--- src/rtl/dmx_tx_pkg.sv ---
`timescale 1ns / 1ps
`default_nettype none

package dmx_tx_pkg;

    // configuration register indexes
    localparam int unsigned CFG_INDEX_W = 8;
    localparam logic [CFG_INDEX_W-1:0] CFG_BREAK_TIME     = 8'd0;
    localparam logic [CFG_INDEX_W-1:0] CFG_MARK_AFTER_BRK = 8'd1;
    localparam logic [CFG_INDEX_W-1:0] CFG_BIT_TIME       = 8'd2;
    localparam logic [CFG_INDEX_W-1:0] CFG_STOP_TIME      = 8'd3;
    localparam int unsigned CFG_DATA_W = 16;

    // register reset values
    localparam logic [15:0] BREAK_TIME_RST = 16'd176;
    localparam logic [15:0] MAB_TIME_RST   = 16'd12;
    localparam logic [7:0]  BIT_TIME_RST   = 8'd4;
    localparam logic [7:0]  STOP_TIME_RST  = 8'd8;

    // data bits still to send after the first one of a frame
    localparam logic [2:0] DATA_BITS_AFTER_FIRST = 3'd7;

    // start code sent after mark-after-break
    localparam logic [7:0] START_CODE = 8'h00;

    // item action codes
    localparam logic ACT_TICK  = 1'b0;
    localparam logic ACT_OFFER = 1'b1;

    typedef enum logic [2:0] {
        PH_IDLE  = 3'd0,
        PH_BREAK = 3'd1,
        PH_MAB   = 3'd2,
        PH_START = 3'd3,
        PH_DATA  = 3'd4,
        PH_STOP  = 3'd5
    } phase_t;

    typedef struct packed {
        logic       action;
        logic [7:0] slot_value;
        logic       new_packet;
    } in_item_t;

    typedef struct packed {
        logic line_level;
        logic byte_taken;
        logic busy_res;
    } out_item_t;

    // a duration of zero counts as one tick
    function automatic logic [15:0] at_least_one(input logic [15:0] v);
        at_least_one = (v == 16'd0) ? 16'd1 : v;
    endfunction

endpackage

`default_nettype wire

--- src/rtl/dmx512_frame_transmitter.sv ---
`timescale 1ns / 1ps
`default_nettype none

// DMX512 line transmitter, advanced by input items.
// Input channel (in_valid / in_stall / in_data): each item is either a
// microsecond tick (action 0) or an offer of a slot byte (action 1).
// An offer is latched into a one-byte holding register only when it is
// empty; a byte flagged new_packet is preceded by break, mark-after-break
// and a zero start-code frame. Frames are start bit, eight data bits lsb
// first and a high stop time.
// Output channel (out_valid / out_stall / out_data): exactly one result
// item per input item, carrying the line level, whether the offer was
// taken, and whether a break, mark or frame is in progress.
// The result is registered at the accepting edge
// and is offered in the cycle after it.
// Throughput is one item per cycle when not stalled; all state updates happen in the single
// logic stage ahead of the result register.
// While the output register holds an untaken result and out_stall is high,
// in_stall is raised and no item is accepted.
// Reset clears the line to idle high, empties the holding register and
// loads the default break, mark, bit and stop times.
// Timing registers are written through wr_en / wr_index / wr_data.
module dmx512_frame_transmitter (
    input  wire logic                                clk,
    input  wire logic                                rst_n,
    input  wire logic                                in_valid,
    output logic                                     in_stall,
    input  wire dmx_tx_pkg::in_item_t                in_data,
    output logic                                     out_valid,
    input  wire logic                                out_stall,
    output dmx_tx_pkg::out_item_t                    out_data,
    input  wire logic                                wr_en,
    input  wire logic [dmx_tx_pkg::CFG_INDEX_W-1:0]  wr_index,
    input  wire logic [dmx_tx_pkg::CFG_DATA_W-1:0]   wr_data
);
    import dmx_tx_pkg::*;

    // configuration
    logic [15:0] break_time_reg;
    logic [15:0] mab_time_reg;
    logic [7:0]  bit_time_reg;
    logic [7:0]  stop_time_reg;

    // transmitter state
    phase_t      phase_reg,      phase_next;
    logic [15:0] ticks_left_reg, ticks_left_next;
    logic [2:0]  bits_left_reg,  bits_left_next;
    logic [7:0]  shift_byte_reg, shift_byte_next;
    logic [7:0]  held_byte_reg,  held_byte_next;
    logic        held_valid_reg, held_valid_next;
    logic        held_pkt_reg,   held_pkt_next;
    logic        line_out_reg,   line_out_next;
    logic        taken;

    // result register
    logic        out_valid_reg,  out_valid_next;
    out_item_t   out_data_reg,   out_data_next;

    logic        in_fire;
    logic        running;
    logic [15:0] bit_dur;
    logic [15:0] stop_dur;

    assign in_stall  = out_valid_reg && out_stall;
    assign in_fire   = in_valid && !in_stall;
    assign out_valid = out_valid_reg;
    assign out_data  = out_data_reg;

    assign running  = (phase_reg != PH_IDLE);
    assign bit_dur  = at_least_one({8'd0, bit_time_reg});
    assign stop_dur = at_least_one({8'd0, stop_time_reg});

    // configuration writes
    always_ff @(posedge clk or negedge rst_n)
    begin
        if (!rst_n)
        begin
            break_time_reg <= BREAK_TIME_RST;
            mab_time_reg   <= MAB_TIME_RST;
            bit_time_reg   <= BIT_TIME_RST;
            stop_time_reg  <= STOP_TIME_RST;
        end
        else if (wr_en)
        begin
            case (wr_index)
                CFG_BREAK_TIME:     break_time_reg <= wr_data;
                CFG_MARK_AFTER_BRK: mab_time_reg   <= wr_data;
                CFG_BIT_TIME:       bit_time_reg   <= wr_data[7:0];
                CFG_STOP_TIME:      stop_time_reg  <= wr_data[7:0];
                default:            ;
            endcase
        end
    end

    // next state: holding register and line sequencer
    always_comb
    begin
        phase_next      = phase_reg;
        ticks_left_next = ticks_left_reg;
        bits_left_next  = bits_left_reg;
        shift_byte_next = shift_byte_reg;
        held_byte_next  = held_byte_reg;
        held_valid_next = held_valid_reg;
        held_pkt_next   = held_pkt_reg;
        line_out_next   = line_out_reg;
        taken           = 1'b0;

        if (in_fire)
        begin
            if (in_data.action == ACT_OFFER)
            begin
                if (!held_valid_reg)
                begin
                    held_byte_next  = in_data.slot_value;
                    held_pkt_next   = in_data.new_packet;
                    held_valid_next = 1'b1;
                    taken           = 1'b1;
                end
            end
            else if (running && ticks_left_reg > 16'd1)
            begin
                ticks_left_next = ticks_left_reg - 16'd1;
            end
            else
            begin
                case (phase_reg)
                    PH_BREAK:
                    begin
                        phase_next      = PH_MAB;
                        line_out_next   = 1'b1;
                        ticks_left_next = at_least_one(mab_time_reg);
                    end
                    PH_MAB:
                    begin
                        shift_byte_next = START_CODE;
                        phase_next      = PH_START;
                        line_out_next   = 1'b0;
                        ticks_left_next = bit_dur;
                    end
                    PH_START:
                    begin
                        bits_left_next  = DATA_BITS_AFTER_FIRST;
                        line_out_next   = shift_byte_reg[0];
                        shift_byte_next = shift_byte_reg >> 1;
                        phase_next      = PH_DATA;
                        ticks_left_next = bit_dur;
                    end
                    PH_DATA:
                    begin
                        if (bits_left_reg != 3'd0)
                        begin
                            bits_left_next  = bits_left_reg - 3'd1;
                            line_out_next   = shift_byte_reg[0];
                            shift_byte_next = shift_byte_reg >> 1;
                            phase_next      = PH_DATA;
                            ticks_left_next = bit_dur;
                        end
                        else
                        begin
                            phase_next      = PH_STOP;
                            line_out_next   = 1'b1;
                            ticks_left_next = stop_dur;
                        end
                    end
                    default:
                    begin
                        // stop finished or idle: start next byte, or the break before it, if any
                        if (held_valid_reg)
                        begin
                            if (held_pkt_reg)
                            begin
                                held_pkt_next   = 1'b0;
                                phase_next      = PH_BREAK;
                                line_out_next   = 1'b0;
                                ticks_left_next = at_least_one(break_time_reg);
                            end
                            else
                            begin
                                shift_byte_next = held_byte_reg;
                                held_valid_next = 1'b0;
                                phase_next      = PH_START;
                                line_out_next   = 1'b0;
                                ticks_left_next = bit_dur;
                            end
                        end
                        else
                        begin
                            phase_next      = PH_IDLE;
                            line_out_next   = 1'b1;
                            ticks_left_next = 16'd0;
                        end
                    end
                endcase
            end
        end
    end

    // result item and output handshake
    always_comb
    begin
        out_data_next.line_level = line_out_next;
        out_data_next.byte_taken = taken;
        out_data_next.busy_res   = (phase_next != PH_IDLE);

        if (in_fire)
            out_valid_next = 1'b1;
        else if (out_stall)
            out_valid_next = out_valid_reg;
        else
            out_valid_next = 1'b0;
    end

    // control state
    always_ff @(posedge clk or negedge rst_n)
    begin
        if (!rst_n)
        begin
            phase_reg      <= PH_IDLE;
            ticks_left_reg <= 16'd0;
            bits_left_reg  <= 3'd0;
            shift_byte_reg <= 8'd0;
            held_byte_reg  <= 8'd0;
            held_valid_reg <= 1'b0;
            held_pkt_reg   <= 1'b0;
            line_out_reg   <= 1'b1;
            out_valid_reg  <= 1'b0;
        end
        else
        begin
            phase_reg      <= phase_next;
            ticks_left_reg <= ticks_left_next;
            bits_left_reg  <= bits_left_next;
            shift_byte_reg <= shift_byte_next;
            held_byte_reg  <= held_byte_next;
            held_valid_reg <= held_valid_next;
            held_pkt_reg   <= held_pkt_next;
            line_out_reg   <= line_out_next;
            out_valid_reg  <= out_valid_next;
        end
    end

    // result payload
    always_ff @(posedge clk)
    begin
        if (in_fire)
            out_data_reg <= out_data_next;
    end

    // an accepted offer into an empty holding register fills it
    assert property (@(posedge clk) disable iff (!rst_n)
        in_fire && in_data.action == ACT_OFFER && !held_valid_reg |=> held_valid_reg)
        else $error("offer taken but holding register not filled");

    // any running period has at least one tick left
    assert property (@(posedge clk) disable iff (!rst_n)
        phase_reg != PH_IDLE |-> ticks_left_reg != 16'd0)
        else $error("running period with zero tick count");

    // idle line is high
    assert property (@(posedge clk) disable iff (!rst_n)
        phase_reg == PH_IDLE |-> line_out_reg)
        else $error("line low while idle");

    // a packet flag never outlives its held byte
    assert property (@(posedge clk) disable iff (!rst_n)
        held_pkt_reg |-> held_valid_reg)
        else $error("packet flag set with empty holding register");

    // result reflects the line state after its item
    assert property (@(posedge clk) disable iff (!rst_n)
        in_fire |=> out_valid_reg && out_data_reg.line_level == line_out_reg)
        else $error("result line level does not match line state");

endmodule

`default_nettype wire
--- config.mk ---
export PLATFORM = sky130hd
export DESIGN_NAME = dmx512_frame_transmitter
export DESIGN_NICKNAME = d
export VERILOG_FILES = /design/src/rtl/dmx_tx_pkg.sv /design/src/rtl/dmx512_frame_transmitter.sv
export SDC_FILE = /design/constraint.sdc
export NUM_CORES = 1
export LEC_CHECK = 0
export ABC_AREA = 1
export BUFFER_PORTS_ARGS = -buffer_cell sky130_fd_sc_hd__buf_2
export CAP_MARGIN = 20
export CELL_PAD_IN_SITES_DETAIL_PLACEMENT = 1
export CELL_PAD_IN_SITES_GLOBAL_PLACEMENT = 1
export CORE_MARGIN = 2
export CORE_UTILIZATION = 40
export DETAILED_ROUTE_END_ITERATION = 8
export GPL_TIMING_DRIVEN = 0
export PLACE_DENSITY = 0.7
export SYNTH_ARGS = -nofsm -noshare
export SYNTH_HDL_FRONTEND = slang
export SYNTH_SLANG_ARGS = --single-unit
--- constraint.sdc ---
create_clock -name clk -period 2 [get_ports clk]
set_input_delay 0.2 -clock clk [delete_from_list [all_inputs] [get_ports clk]]
set_output_delay 0.2 -clock clk [all_outputs]
set_load 0.01 [all_outputs]
==> results.cfg, run 1 <==
[run_status]
status = complete, no violations

[timing]
rsz0062_at_grt = true
period_needed_ps = 1920
fin_crit_sh_pct = 96.0
fin_setup_tns_ps = 0
max_freq_mhz = 521
hold_viol_final = 0
finalSetupViolations = 0
fin_ws_ps = 80.9
max-slew-margin-rel_pct = 56.6
worst_pin_slew_ps = 652
clock-skew-final_ps = 7.64
drv_slew = 0

[finish]
nets = 770
n_antenna_cell = 0
syn_to_final_growth_pct = 18.0
most-common-layout-cells = 219 x nand2_1, 81 x dfrtp_1, 79 x nor2_1
fillers = 1520
final_common_cell = nand2_1
drive_gt1_share_pct = 17.5
final_area_um2 = 5880

[logic_synthesis]
ys_seq_area_share_pct = 47.2
yosys.cell_types.count = 36
syn-num-nets = 712
ys_ff_latch = 93
synth_edf_count = 3
synth-main-ff-cell = dfrtp_1
synth_area_leader_cell = dfrtp_1
yosysTopAreaCellShare_pct = 41.2
syn_area_per_cell_um2 = 7.46
async_reset_ff_share_pct = 96.8
synth_area_um2 = 4980
synthTopCellsByArea = dfrtp_1 41%, nand2_1 17%, o21ai_0 7.6%, nor2_1 6.0%, inv_1 4.8%
synthCells = 668
synth_warnings = 0

[cts]
cts_tree = yes
clkLatencyLatePin_ps = 360
clk_pin_slew_ps = 70
cts_buffer_depth = 2
htree_levels = 3
cts_root_buf = clkbuf_16
cts_made_buffers = 9
clock-sinks = 93

[flow_run]
maxCapViolCount = 0

[floorplanning]
rows = 40
core_area_um2 = 12100
die_area_um2 = 13400
initial_core_util_pct = 41.3
die_w_um = 116
io_pins = 44
die_y_um = 116

[setup_path]
critPathMaxFanout = 10
start_kind = flop
crit_type = reg2reg
crit_required_ps = 2100
crit_arrival_ps = 2020
setup.worst_path.end_class = flop

[grt]
antenna_found_initial = 0
overflow = 0
grt_pass1_vias = 4771
grt_pass1_wl_um = 24400
grt_use_total_pct = 23.9
grt_max_degree = 49

[drt]
dr.first_iter.drc_count = 199
vias_per_cell = 4.94
avgRoutedWirePerCell_um = 16.3
ant_nets = 0
vias = 4438
drcViolationCount = 0
finalWirelength_um = 14700
dr.pass1.iters = 4

[pwr]
leakagePower_uw = 0.00288
ir_drop_v = 0.000506
p_per_area_nw_per_um2 = 1230
pwr-share-comb_pct = 38.2
p_int_uw = 4270
pwr-share-seq_pct = 37.6
switchingPower_uw = 2940
switching_share_pct = 40.8
clkPwrFrac_pct = 24.2

[placement]
hpwl_um = 11300
dpl-instance-area_um2 = 5440
port_buffers = 43
pre_cts_slack_ps = -289
routabilityCongestion = 0.883

[hold_path]
min_path_type = in2reg
==> routing by layer <==
metal	part of all wire, %	wire length [um]	global-route usage (%)	vias up
li1	-	-	-	2235
met1	48	7100	32.0	2153
met2	49	7130	40.5	36
met3	1.7	254	3.35	14
met4	1.4	201	7.15	0
met5	0	0	0	-
==> worst paths after layout <==
path                                          startpoint                            to  slack (ps)  depth (start not counted)
max                        ticks_left_reg[0]$_DFFE_PN0P_         out_data[0]$_DFFE_PP_          80                         12
min                                           in_data[3]  held_byte_reg[2]$_DFFE_PN0P_          70                          2
max reg2reg                ticks_left_reg[0]$_DFFE_PN0P_         out_data[0]$_DFFE_PP_          80                         12
min reg2reg                 stop_time_reg[5]$_DFFE_PN0P_  stop_time_reg[5]$_DFFE_PN0P_         490                          2
max in group asynchronous                          rst_n        line_out_reg$_DFF_PN1_         880                          3
min in group asynchronous                          rst_n  bits_left_reg[0]$_DFFE_PN0P_         410                          2
==> power by group through the flow <==
stage	Combinational (uW)	Sequential, uW	Clock, uW
after floorplan	1870	2620	0
after global placement	2510	2690	0
after detailed placement	2580	2720	0
after CTS	2670	2700	1790
after global routing	3130	2770	1870
final	2750	2710	1750
==> Yosys cell counts, types with 4 or more instances <==
library cell and n:
nand2_2 5, nand2_1 223, buf_2 4, dfrtp_1 82
a21oi_2 7, clkbuf_1 12, nand4_1 5, ha_1 5
a21oi_1 9, o21ai_0 76, nor2_1 80, nor2_2 4
dfstp_2 8, xor2_1 5, mux2_2 8, nand3_1 37
inv_1 64, o211ai_1 4, xnor2_1 4
==> cell families after synthesis <==
| logic type | share of synthesized area (%) |
|---|---|
| AO/OA/AOI/OAI | 11.7 |
| XOR/XNOR | 1.58 |
| adder cells (fa/ha/maj) | 1.26 |
| buffers and inverters | 6.88 |
| flip-flops | 47.2 |
| multiplexers | 1.81 |
| AND/OR/NAND/NOR | 29.6 |
==> cell type report <==
| type | count | area [um2] | share of cell area (%) |
|---|---|---|---|
| sequential | 93 | 2350 | 40.1 |
| timing repair buffer | 48 | 278 | 4.73 |
| clock inverter | 6 | 51.3 | 0.873 |
| multi-input combinational | 489 | 2370 | 40.3 |
| buffer | 17 | 106 | 1.81 |
| inverter | 68 | 259 | 4.41 |
| tap | 168 | 210 | 3.58 |
| clock buffer | 10 | 250 | 4.26 |
==> stage by stage <==
step	total power, uW	instances	hold slack, ps	utilization, %
floorplan	4490	668	-95.6	-
global placement	5200	879	432	44.8
detailed placement	5300	880	267	45.1
CTS	7160	896	55.5	48.1
global route	7770	899	66.3	48.7
finish	7210	899	68.6	48.7
==> worst max-delay path: stages (launching register included) <==
cell	delay (ps)
dfrtp_1	420
inv_2	110
ha_4	160
inv_1	40
nand2_1	50
nand2_1	60
nor2_1	90
nand2_1	80
nand2_2	90
nand2_2	110
buf_8	180
a21oi_4	170
nand3_2	100
==> timing repair <==
item                       4_1_cts  5_1_grt
hold buffers                     1        0
setup endpoints to repair       28       26
hold endpoints to repair        41        0
buffers inserted                 0        3
gates resized for setup         15       18
No activity file was read; power rests on OpenSTA's default activity.
==> inputs of run 2 (changes only) <==
--- a/config.mk
+++ b/config.mk
@@ -7,5 +7,5 @@
 export LEC_CHECK = 0
 export ABC_AREA = 1
-export BUFFER_PORTS_ARGS = -buffer_cell sky130_fd_sc_hd__buf_2
+export BUFFER_PORTS_ARGS = -buffer_cell sky130_fd_sc_hd__buf_4
 export CAP_MARGIN = 20
 export CELL_PAD_IN_SITES_DETAIL_PLACEMENT = 1
==> constraint.sdc (replaced) <==
create_clock -name clk -period 2 [get_ports clk]
set_input_delay 0.2 -clock clk [delete_from_list [all_inputs] [get_ports clk]]
set_output_delay 0.2 -clock clk [all_outputs]
set_load 0.05 [all_outputs]
==> run 2 against run 1 <==
Compared with the run above: register-to-register slack worse by 20 ps; highest routed layer unchanged; critical path type unchanged; first-iteration DRC count is 14% lower; via count is 1.7% higher; clock skew is 1.5 ps lower; critical path depth is 1 lower; clock power is 3% lower; count of clock-buffer cells in the layout is 1 lower; worst setup slack worse by 17 ps; total power hardly changed; non-clock buffer count is 1 higher; largest cell class unchanged; die area stayed put.
==> results.cfg, run 2 (synthesized netlist as in run 1, its figures left out) <==
[run_status]
status = complete, no violations

[timing]
finalSetupViolations = 0
drv_slew = 0
max-slew-margin-rel_pct = 57.9
hold_viol_final = 0
worst_pin_slew_ps = 631
fin_crit_sh_pct = 96.8
clock-skew-final_ps = 6.11
fin_setup_tns_ps = 0
max_freq_mhz = 516
rsz0062_at_grt = true
fin_ws_ps = 63.4
period_needed_ps = 1940

[placement]
hpwl_um = 11300
pre_cts_slack_ps = -297
port_buffers = 43
routabilityCongestion = 0.876

[finish]
drive_gt1_share_pct = 17.3
most-common-layout-cells = 219 x nand2_1, 82 x dfrtp_1, 79 x nor2_1
final_core_util_pct = 49.5
n_antenna_cell = 0
final_common_cell = nand2_1
fillers = 1528
nets = 771
syn_to_final_growth_pct = 20.0

[cts]
cts_tree = yes
clk_pin_slew_ps = 70
clock-sinks = 93
clkLatencyLatePin_ps = 360
htree_levels = 3
cts_root_buf = clkbuf_16
cts_made_buffers = 9
cts_buffer_depth = 2

[floorplanning]
rows = 40
core_area_um2 = 12100
die_area_um2 = 13400
die_y_um = 116
die_w_um = 116
io_pins = 44
initial_core_util_pct = 41.3

[grt]
grt_pass1_vias = 4807
overflow = 0
grt_pass1_wl_um = 24600
grt_use_total_pct = 24.1
grt_max_degree = 48
antenna_found_initial = 0

[pwr]
p_per_area_nw_per_um2 = 1210
p_int_uw = 4210
pwr-share-seq_pct = 37.4
switchingPower_uw = 3000
clkPwrFrac_pct = 23.5
ir_drop_v = 0.000768
switching_share_pct = 41.6
pwr-share-comb_pct = 39.1
leakagePower_uw = 0.00293

[setup_path]
crit_required_ps = 2090
reg2reg_from = ticks_left_reg[0]$_DFFE_PN0P_
critPathMaxFanout = 5
start_kind = flop
crit_type = reg2reg
crit_arrival_ps = 2030
setup.worst_path.start = ticks_left_reg[0]$_DFFE_PN0P_
setup.worst_path.end_class = flop

[drt]
vias_per_cell = 5.02
dr.pass1.iters = 4
avgRoutedWirePerCell_um = 16.6
ant_nets = 0
vias = 4514
finalWirelength_um = 14900
dr.first_iter.drc_count = 171
drcViolationCount = 0

[hold_path]
worstHoldStart = in_data[3]
min_path_type = in2reg

[flow_run]
maxCapViolCount = 0
## run 2: changes by cell type in the layout (fill, tap and decap cells not counted), moves of 2 or more
cell / delta
buf_2: -42
buf_4: +43
clkinv_2: +2
clkinv_4: -2
## run 2: repair_timing
action | CTS | global route
hold endpoints to repair | 40 | 0
setup endpoints to repair | 27 | 28
gates cloned | 0 | 0
resized for setup | 18 | 18
setup buffers | 0 | 3
pin swaps | 0 | 0
hold buffers | 1 | 0
## run 2: final cells by class
class                   count  area (um2)  area share, %
flip-flops and latches     93        2350           39.4
well taps                 168         210           3.52
plain buffers              18         118           1.97
inverters                  68         259           4.33
clock buffers               9         225           3.77
repair buffers             48         383           6.41
multi-input cells         489        2370           39.7
clock inverters             7        56.3          0.942
## run 2: metal layers
layer  GRT usage (%)  part of all wire, %  up-vias
met5               0                    0        -
met4            9.16                  2.1        0
met3            4.13                  3.5       26
met2            39.1                   48       49
met1            32.4                   47     2204
li1                -                    -     2235
## run 2: worst paths after layout
path,to,slack (ps),cells past startpoint
setup / recovery,out_data[0]$_DFFE_PP_,60,11
hold / removal,held_byte_reg[2]$_DFFE_PN0P_,70,2
setup reg to reg,out_data[0]$_DFFE_PP_,60,11
hold reg to reg,stop_time_reg[2]$_DFFE_PN0P_,500,2
max in group asynchronous,break_time_reg[7]$_DFFE_PN1P_,890,3
min in group asynchronous,bits_left_reg[2]$_DFFE_PN0P_,410,2
## run 2: critical path, cell delays in order, from the launching register on
cell	delay [ps]
dfrtp_1	430
inv_2	120
ha_4	170
inv_1	40
nand2_1	40
nand2_1	60
nor2_1	90
nand2_1	90
nand2_2	110
nand2_2	100
o21ai_0	280
nand3_1	150
## run 2: stage by stage
step / std cells / area, um2 / total power, uW / hold WS (ps)
2_1_floorplan: 668 / 4980 / 4530 / -95.6
3_3_place_gp: 879 / 5510 / 5270 / 434
3_5_place_dp: 880 / 5540 / 5380 / 263
4_1_cts: 897 / 5890 / 7200 / 63.2
5_1_grt: 900 / 5980 / 7800 / 69.0
6_report: 900 / 5980 / 7220 / 72.9
## run 2: power groups by stage
stage          registers, uW  clock network (uW)  logic (uW)
2_1_floorplan           2650                   0        1880
3_3_place_gp            2690                   0        2580
3_5_place_dp            2710                   0        2670
4_1_cts                 2690                1730        2770
5_1_grt                 2750                1830        3220
6_report                2700                1700        2820
